`src/rtl/erm_pkg.sv`:
```
// ----------------------------------------------------------------------------
// erm_pkg
// types, constants and the arctangent table of the rotation matrix packer
// ----------------------------------------------------------------------------
package erm_pkg;

  localparam int CordicSteps = 30;
  localparam int LaneW       = 33;
  localparam int TrigW       = 32;
  localparam logic signed [LaneW-1:0] CordicGain = 33'sd652032874;
  localparam logic signed [TrigW-1:0] Q30One     = 32'sd1073741824;

  typedef struct packed {
    logic [15:0] angle_x;
    logic [15:0] angle_y;
    logic [15:0] angle_z;
    logic [15:0] pos_x;
    logic [15:0] pos_y;
  } erm_in_t;

  typedef struct packed {
    logic [31:0] word_zero;
    logic [31:0] word_one;
    logic [31:0] word_two;
    logic [31:0] word_three;
    logic [31:0] word_four;
    logic [31:0] word_five;
  } erm_out_t;

  typedef struct packed {
    logic signed [LaneW-1:0] x;
    logic signed [LaneW-1:0] y;
    logic signed [LaneW-1:0] z;
  } erm_lane_t;

  typedef struct packed {
    logic              vld;
    erm_lane_t [2:0]   lane;
    logic [2:0][1:0]   quad;
    logic [15:0]       pos_x;
    logic [15:0]       pos_y;
  } erm_cell_t;

  function automatic logic signed [LaneW-1:0] erm_atan(input logic [4:0] i);
    logic signed [LaneW-1:0] a;
    unique case (i)
      5'd0:  a = 33'sd536870912;
      5'd1:  a = 33'sd316933406;
      5'd2:  a = 33'sd167458907;
      5'd3:  a = 33'sd85004756;
      5'd4:  a = 33'sd42667331;
      5'd5:  a = 33'sd21354465;
      5'd6:  a = 33'sd10679838;
      5'd7:  a = 33'sd5340245;
      5'd8:  a = 33'sd2670163;
      5'd9:  a = 33'sd1335087;
      5'd10: a = 33'sd667544;
      5'd11: a = 33'sd333772;
      5'd12: a = 33'sd166886;
      5'd13: a = 33'sd83443;
      5'd14: a = 33'sd41722;
      5'd15: a = 33'sd20861;
      5'd16: a = 33'sd10430;
      5'd17: a = 33'sd5215;
      5'd18: a = 33'sd2608;
      5'd19: a = 33'sd1304;
      5'd20: a = 33'sd652;
      5'd21: a = 33'sd326;
      5'd22: a = 33'sd163;
      5'd23: a = 33'sd81;
      5'd24: a = 33'sd41;
      5'd25: a = 33'sd20;
      5'd26: a = 33'sd10;
      5'd27: a = 33'sd5;
      5'd28: a = 33'sd3;
      5'd29: a = 33'sd1;
      default: a = '0;
    endcase
    return a;
  endfunction

endpackage

```
`src/rtl/erm_cordic_cell.sv`:
```
// ----------------------------------------------------------------------------
// erm_cordic_cell
// one cordic micro-rotation for the three angle lanes, registered
// ----------------------------------------------------------------------------
module erm_cordic_cell import erm_pkg::*; #(
  parameter int STEP = 0
) (
  input  logic      clk,
  input  logic      rst_n,
  input  logic      en,
  input  erm_cell_t d,
  output erm_cell_t q
);

  erm_cell_t q_r, q_nxt;
  localparam logic signed [LaneW-1:0] Atan = erm_atan(5'(STEP));

  always_comb begin
    q_nxt = d;
    for (int l = 0; l < 3; l++) begin
      if (!d.lane[l].z[LaneW-1]) begin
        q_nxt.lane[l].x = d.lane[l].x - (d.lane[l].y >>> STEP);
        q_nxt.lane[l].y = d.lane[l].y + (d.lane[l].x >>> STEP);
        q_nxt.lane[l].z = d.lane[l].z - Atan;
      end else begin
        q_nxt.lane[l].x = d.lane[l].x + (d.lane[l].y >>> STEP);
        q_nxt.lane[l].y = d.lane[l].y - (d.lane[l].x >>> STEP);
        q_nxt.lane[l].z = d.lane[l].z + Atan;
      end
    end
  end

  always_ff @(posedge clk) begin
    if (!rst_n) begin
      q_r.vld <= 1'b0;
    end else if (en) begin
      q_r.vld <= q_nxt.vld;
    end
    if (en) begin
      q_r.lane  <= q_nxt.lane;
      q_r.quad  <= q_nxt.quad;
      q_r.pos_x <= q_nxt.pos_x;
      q_r.pos_y <= q_nxt.pos_y;
    end
  end

  assign q = q_r;

endmodule

```
`config.mk`:
```
export PLATFORM = sky130hd
export DESIGN_NAME = erm_cordic_cell
export DESIGN_NICKNAME = d
export VERILOG_FILES = /design/src/rtl/erm_pkg.sv /design/src/rtl/erm_cordic_cell.sv
export SDC_FILE = /design/constraint.sdc
export NUM_CORES = 1
export LEC_CHECK = 0
export ABC_CLOCK_PERIOD_IN_PS = 5450
export BUFFER_PORTS_ARGS = -buffer_cell sky130_fd_sc_hd__buf_4
export CORE_ASPECT_RATIO = 2
export CORE_UTILIZATION = 40
export DETAILED_ROUTE_END_ITERATION = 7
export GPL_ROUTABILITY_DRIVEN = 0
export SYNTH_ARGS = -nofsm -noshare
export SYNTH_HDL_FRONTEND = slang
export SYNTH_SLANG_ARGS = --single-unit
```
`constraint.sdc`:
```
create_clock -name clk -period 5.45 [get_ports clk]
set_clock_uncertainty 0.1 [all_clocks]
set_input_delay 1.09 -clock clk [delete_from_list [all_inputs] [get_ports clk]]
set_output_delay 1.09 -clock clk [all_outputs]
set_load 0.005 [all_outputs]
```
---- Word level (Yosys, flattened, before mapping) ----
Index checks and enable logic that the tools add are counted.
Widths: inputs -> output; s select.
operators by class
  add/sub/neg operators ................... 15
  multiplexer cells ....................... 3
operator list
  kind                    number
  $mux 99                 3
  $sub 33x33->33          6
  $add 33x31->33 const B  3
  $add 33x33->33          3
  $sub 33x31->33 const B  3
storage, ports and cells
  bits of input ports ..................... 339
  word-level logic and storage cells ...... 33
  output and inout port bits .............. 336
  bits in registers ....................... 336

---- Longest topological paths before layout ----
Gate-level depths: netlist of run 1.
  depth in word-level cells ............... 2
  gate-level depth with buffers ........... 13
  depth with buffers taken out ............ 12

---- Worst setup path before layout of run 1 ----
No wires, ideal clock.
  kind .................................... input to register
  from .................................... input d[170] (netlist name)
  to ...................................... register q_r, in the netlist q[198] (data pin)
  setup time .............................. 0.266 ns
  path buffers ............................ 0
  setup slack ............................. 1.659 ns
  stages on the path ...................... 11
  data arrival time ....................... 3.426 ns
  data required time ...................... 5.084 ns
  cell sequence ........................... ha_1 > fa_1 > nor2b_1 > o21ai_0 > a311oi_1 > o21a_1 > a211o_1 > a21bo_2 > a22o_1 > a22o_1 > xnor2_1
RTL lines
  element      line                   source
  from (decl)  erm_cordic_cell.sv:11  input erm_cell_t d,
  to (decl)    erm_cordic_cell.sv:15  erm_cell_t q_r, q_nxt;

==> results.sh, run 1 <==
export IMPL_async_flop_share=0
export IMPL_drive_above_1_share=0.224
export IMPL_cp_cell_sequence="buf_4 > ha_1 > fa_1 > nor2b_1 > o21ai_0 > a311oi_1 > o21ai_0 > o21ai_0 > nor3_1 > o21ai_0 > buf_4 > o41ai_1 > xnor2_1"
export IMPL_rsz0062_at_grt="no"
export IMPL_clkTransAtPathRegs_ps=70
export IMPL_first_iter_violations=1687
export IMPL_slew_violations=0
export IMPL_grt_usage=0.302
export IMPL_worst_setup_path_type="input pin to flip-flop"
export IMPL_ant_nets=0
export IMPL_rrSetupSlack_ps=4750
export IMPL_syn_nets=3601
export IMPL_syn_to_final_growth_pct=25.9
export IMPL_io_buffers=674
export IMPL_hold_viol=0
export IMPL_largest_reg_flops=333
export IMPL_crit_slowest_cell="o21ai_0"
export IMPL_multi_input_area_mm2=0.0153
export IMPL_critPathMaxFanout=4
export IMPL_timing_fmax_mhz=218
export IMPL_synth_top_area_cell="edfxtp_1"
export IMPL_avgSynthCellArea_um2=9.13
export IMPL_m1WireLength_um=36100
export IMPL_synthCells=2956
export IMPL_end_kind="flip-flop"
export IMPL_post_drt_via_cell_ratio=5.63
export IMPL_max_cap_violations=0
export IMPL_cp_slowest_stage_delay_ps=470
export IMPL_cpMostUsedCell="o21ai_0"
export IMPL_period_minus_slack_ps=4590
export IMPL_cts_root_buffer="clkbuf_16"
export IMPL_synth_top_cell_area_share=0.369
export IMPL_pin_count=675
export IMPL_grt_remaining_overflow=0
export IMPL_crit_reg2reg_launch="q[335]$_SDFFE_PN0P_"
export IMPL_coreArea_mm2=0.0667
export IMPL_ys_flop_type="edfxtp_1"
export IMPL_leakage_nw=15.0
export IMPL_yosys_cell_count_top_type="a21oi_1"
export IMPL_hold_depth=2
export IMPL_synth_area_leaders="edfxtp_1 (37%), ha_1 (14%), a21oi_1 (6.6%), xnor2_1 (5.1%), inv_1 (4.1%)"
export IMPL_dp_hpwl_um=84400
export IMPL_hold_class="flip-flop to flip-flop"
export IMPL_finalSetupViolCount=0
export IMPL_setup_tns_ps=0
export IMPL_r2r_end="q[335]$_SDFFE_PN0P_"
export IMPL_status="completed"
export IMPL_synth_seq_cells=333
export IMPL_synthTopCellsByCount="a21oi_1 (355), edfxtp_1 (332), ha_1 (294)"
export IMPL_die_area_mm2=0.0686
export IMPL_antenna_found_initial=10
export IMPL_regArea_mm2=0.00999
export IMPL_first_pass_iters=7
export IMPL_wl_met2_um=55000
export IMPL_cts_buffers=36
export IMPL_stdcell_area_mm2=0.0340
export IMPL_wl_met3_um=8370
export IMPL_die_h_um=369
export IMPL_die_x_um=186
export IMPL_maxSlewHeadroom=0.176
export IMPL_grt_max_degree=92
export IMPL_fill_cells=6502
export IMPL_via_count=25192
export IMPL_htreeDepth=2
export IMPL_grt_pass1_wl_um=153000
export IMPL_grt_pass1_vias=25114
export IMPL_place_area_mm2=0.0328
export IMPL_hold_start="q[335]$_SDFFE_PN0P_"
export IMPL_cts_max_path_buffers=3
export IMPL_cts_resized=0
export IMPL_drc_errors=0
export IMPL_numClockSinks=333
export IMPL_start_util=0.405
export IMPL_clkLatencyLatePin_ps=540
export IMPL_cts_tree="yes"
export IMPL_synth_seq_area_share=0.370
export IMPL_post_drt_wl_per_cell_um=23.7
export IMPL_min_to="q[335]$_SDFFE_PN0P_"
export IMPL_fin_nets=4205
export IMPL_worst_ep_required_time_ps=5630
export IMPL_tightest_slew_ps=1230
export IMPL_cp_arrival_ps=4770
export IMPL_topRoutingLayerUsed="met5"
export IMPL_max_vdd_ir_drop_v=0.000247
export IMPL_drt_total_wl_um=106000
export IMPL_ys_warn_count=0
export IMPL_r2r_cells=2
export IMPL_netlist_area_mm2=0.0270
export IMPL_post_cts_buffers=0
export IMPL_start_kind="input pin"
export IMPL_synth_edff_count=332
export IMPL_power_density_mw_per_mm2=265
export IMPL_fp_row_count=134
export IMPL_ys_types=87
export IMPL_min_period_over_period=0.841
export IMPL_hold_buffers=0
## where the power goes
part	internal (mW)	leakage (nW)	switching [mW]	total [mW]
clock	1.40	0.562	1.14	2.53
combinational	1.31	11.2	1.78	3.09
sequential	3.27	3.26	0.120	3.39
## cell families (layout without fill, tap and decap cells)
| kind of cell | Yosys count | in the layout | synth area share |
|---|---|---|---|
| AO/OA/AOI/OAI | 958 | 958 | 0.221 |
| AND/OR/NAND/NOR | 688 | 688 | 0.123 |
| buffers and inverters | 443 | 1073 | 0.0643 |
| flip-flops | 333 | 333 | 0.370 |
| adder cells (fa/ha/maj) | 306 | 306 | 0.145 |
| XOR/XNOR | 188 | 188 | 0.0610 |
| multiplexers | 40 | 40 | 0.0149 |
| other | 0 | 6 | 0 |
## routing by layer
metal  global-route usage  up-vias
met3               0.0659      329
met4                0.182       10
met5                    0        -
li1                     -    11825
met1                0.305    11855
met2                0.553     1173
## critical path: cells and delay by family
family	cells	cell delay, ps
xor+xnor	1	100
simple gates	2	550
buf+inv	2	380
fa+ha+maj	2	640
compound gates	6	1990
## through the flow
step	total power [mW]	hold slack [ps]	worst slack [ps]	std cells	util
2_1_floorplan	4.99	407	1660	2956	-
3_3_place_gp	6.48	401	643	4406	0.492
3_5_place_dp	6.47	421	625	4406	0.492
4_1_cts	9.06	440	1220	4470	0.509
5_1_grt	9.42	475	843	4473	0.509
6_report	9.02	426	864	4476	0.510
## cells in the final DEF (no fill, tap or decap), types with 32 or more instances in the layout
cell and instances:
buf_4 696, edfxtp_1 332, mux2i_1 38, nor2b_1 38, xor2_1 32, nor3_1 68
ha_1 294, nand2_1 145, clkbuf_16 37, inv_1 292, nor2_1 219, a21o_1 55
o21ai_0 200, nand3_1 43, a211oi_1 32, xnor2_1 156, a21oi_1 355, o21bai_1 69
## worst max-delay path by stage
stage	startpoint	endpoint	slack [ps]	cells past startpoint
after floorplan	d[170]	q[198]$_DFFE_PP_	1660	11
after global placement	d[170]	q[202]$_DFFE_PP_	640	13
after detailed placement	d[170]	q[202]$_DFFE_PP_	630	13
after CTS	d[170]	q[202]$_DFFE_PP_	1220	13
after global routing	d[170]	q[202]$_DFFE_PP_	840	13
final	d[170]	q[202]$_DFFE_PP_	860	13
## layout make-up
cell class	instances	area share
clock buffers	41	0.0277
multi-input cells	2180	0.449
diodes	6	0.000442
inverters	309	0.0341
repair buffers	700	0.156
clock inverters	23	0.00629
flip-flops and latches	333	0.294
well taps	884	0.0325
No activity file was read; power rests on OpenSTA's default activity.
==> inputs of run 2 (changes only) <==
--- a/config.mk
+++ b/config.mk
@@ -5,7 +5,7 @@
 export SDC_FILE = /design/constraint.sdc
 export NUM_CORES = 1
 export LEC_CHECK = 0
-export ABC_CLOCK_PERIOD_IN_PS = 5450
+export ABC_CLOCK_PERIOD_IN_PS = 4800
 export BUFFER_PORTS_ARGS = -buffer_cell sky130_fd_sc_hd__buf_4
 export CORE_ASPECT_RATIO = 2
 export CORE_UTILIZATION = 40
==> constraint.sdc (replaced) <==
create_clock -name clk -period 4.8 [get_ports clk]
set_clock_uncertainty 0.1 [all_clocks]
set_input_delay 0.96 -clock clk [delete_from_list [all_inputs] [get_ports clk]]
set_output_delay 0.96 -clock clk [all_outputs]
set_load 0.005 [all_outputs]
==> run 2 against run 1 <==
Effect of this change: via count rose by 1.4%; largest cell class unchanged; highest routed layer unchanged; combinational power up 15%; core utilization increased by 0.37 points.
==> results.sh, run 2 (synthesis results as in run 1) <==
export IMPL_cts_resized=0
export IMPL_cpMostUsedCell="o21ai_0"
export IMPL_min_period_over_period=0.889
export IMPL_r2r_cells=2
export IMPL_cts_tree="yes"
export IMPL_first_pass_iters=6
export IMPL_post_cts_buffers=0
export IMPL_via_count=25553
export IMPL_post_route_util=0.513
export IMPL_cp_slowest_stage_delay_ps=850
export IMPL_period_minus_slack_ps=4270
export IMPL_clkTransAtPathRegs_ps=60
export IMPL_timing_fmax_mhz=234
export IMPL_rsz0062_at_grt="no"
export IMPL_critPathMaxFanout=6
export IMPL_fp_row_count=134
export IMPL_dp_hpwl_um=85000
export IMPL_status="completed"
export IMPL_cts_buffers=35
export IMPL_hold_viol=0
export IMPL_largest_reg_flops=333
export IMPL_hold_start="q[335]$_SDFFE_PN0P_"
export IMPL_crit_reg2reg_launch="q[335]$_SDFFE_PN0P_"
export IMPL_htreeDepth=2
export IMPL_power_total_mw=10.2
export IMPL_r2r_end="q[335]$_SDFFE_PN0P_"
export IMPL_hold_depth=2
export IMPL_switching_share=0.336
export IMPL_drc_errors=0
export IMPL_worst_setup_path_type="input pin to flip-flop"
export IMPL_power_frac_clock=0.276
export IMPL_max_cap_violations=0
export IMPL_min_to="q[335]$_SDFFE_PN0P_"
export IMPL_worst_ep_required_time_ps=4990
export IMPL_post_drt_wl_per_cell_um=23.7
export IMPL_antenna_found_initial=10
export IMPL_end_kind="flip-flop"
export IMPL_rrSetupSlack_ps=4100
export IMPL_pre_cts_ws_ps=93.4
export IMPL_regArea_mm2=0.00999
export IMPL_multi_input_area_mm2=0.0153
export IMPL_clkLatencyLatePin_ps=550
export IMPL_setup_tns_ps=0
export IMPL_ant_nets=0
export IMPL_grt_max_degree=88
export IMPL_die_area_mm2=0.0686
export IMPL_cp_arrival_ps=4460
export IMPL_pwr_share_comb=0.348
export IMPL_fin_ws_ps=531
export IMPL_die_h_um=369
export IMPL_coreArea_mm2=0.0667
export IMPL_pin_count=675
export IMPL_start_util=0.405
export IMPL_p_sw_mw=3.44
export IMPL_grt_pass1_vias=25661
export IMPL_syn_to_final_growth_pct=26.8
export IMPL_post_drt_via_cell_ratio=5.67
export IMPL_power_density_mw_per_mm2=299
export IMPL_cp_cell_sequence="buf_4 > inv_1 > ha_1 > nor3_1 > o21ai_0 > a311oi_1 > o21ai_0 > o21ai_0 > nor3_1 > o21ai_0 > a31oi_1 > xnor2_1"
export IMPL_seqPwrFrac=0.376
export IMPL_slew_violations=0
export IMPL_start_kind="input pin"
export IMPL_cts_max_path_buffers=3
export IMPL_first_iter_violations=1608
export IMPL_die_x_um=186
export IMPL_fin_nets=4241
export IMPL_hold_class="flip-flop to flip-flop"
export IMPL_max_vdd_ir_drop_v=0.000290
export IMPL_finalSetupViolCount=0
export IMPL_grt_usage=0.303
export IMPL_grt_pass1_wl_um=155000
export IMPL_fill_cells=6442
export IMPL_drt_total_wl_um=107000
export IMPL_p_int_mw=6.79
export IMPL_drive_above_1_share=0.230
export IMPL_io_buffers=674
export IMPL_leakage_nw=15.1
export IMPL_final_common_cell="buf_4"
export IMPL_tightest_slew_ps=955
export IMPL_crit_path_start="d[174]"
export IMPL_final_cell_mix="buf_4 (732), a21oi_1 (355), edfxtp_1 (332), ha_1 (294), inv_1 (292)"
export IMPL_hold_buffers=0
export IMPL_numClockSinks=333
export IMPL_cts_root_buffer="clkbuf_16"
export IMPL_crit_slowest_cell="a311oi_1"
export IMPL_grt_remaining_overflow=0
export IMPL_maxSlewHeadroom=0.359
[run 2: worst max-delay path by stage]
stage                             endpoint  slack, ps  cells past startpoint
after floorplan           q[198]$_DFFE_PP_       1140                     11
after global placement    q[235]$_DFFE_PP_        100                     12
after detailed placement  q[235]$_DFFE_PP_         90                     13
after CTS                 q[235]$_DFFE_PP_        690                     13
after global routing      q[235]$_DFFE_PP_        430                     13
final                     q[235]$_DFFE_PP_        530                     12
[run 2: metal layers]
layer | vias to the layer above | track usage | part of all wire
li1 | 11863 | - | -
met2 | 1343 | 0.560 | 0.52
met3 | 394 | 0.0759 | 0.087
met1 | 11935 | 0.301 | 0.33
met5 | - | 0 | 0.0012
met4 | 18 | 0.176 | 0.064
[run 2: worst max-delay path: cells and delay by family]
kind / cells / cell delay, ps
AO/OA/AOI/OAI: 6 / 2470
buffers and inverters: 2 / 130
adder cells (fa/ha/maj): 1 / 380
XOR/XNOR: 1 / 170
AND/OR/NAND/NOR: 2 / 330
[run 2: final cells by class]
class / instances / share of cell area
Multi-Input combinational cell: 2180 / 0.446
Tap cell: 884 / 0.0323
Inverter: 309 / 0.0339
Antenna cell: 2 / 0.000146
Clock buffer: 40 / 0.0270
Timing Repair Buffer: 737 / 0.163
Clock inverter: 18 / 0.00577
Sequential cell: 333 / 0.292
[run 2: power by group through the flow]
| stage | combinational, mW | sequential, mW | clock (mW) |
|---|---|---|---|
| floorplan | 1.74 | 3.93 | 0 |
| global placement | 3.48 | 3.90 | 0 |
| detailed placement | 3.48 | 3.91 | 0 |
| CTS | 3.50 | 3.86 | 2.91 |
| global route | 3.83 | 3.89 | 2.96 |
| finish | 3.56 | 3.85 | 2.83 |
[run 2: through the flow]
| step | std cells | instance area, um^2 | hold WS [ps] |
|---|---|---|---|
| floorplan | 2956 | 27000 | 407 |
| global placement | 4443 | 33100 | 404 |
| detailed placement | 4443 | 33100 | 442 |
| CTS | 4501 | 34200 | 435 |
| global route | 4502 | 34200 | 449 |
| finish | 4503 | 34300 | 435 |
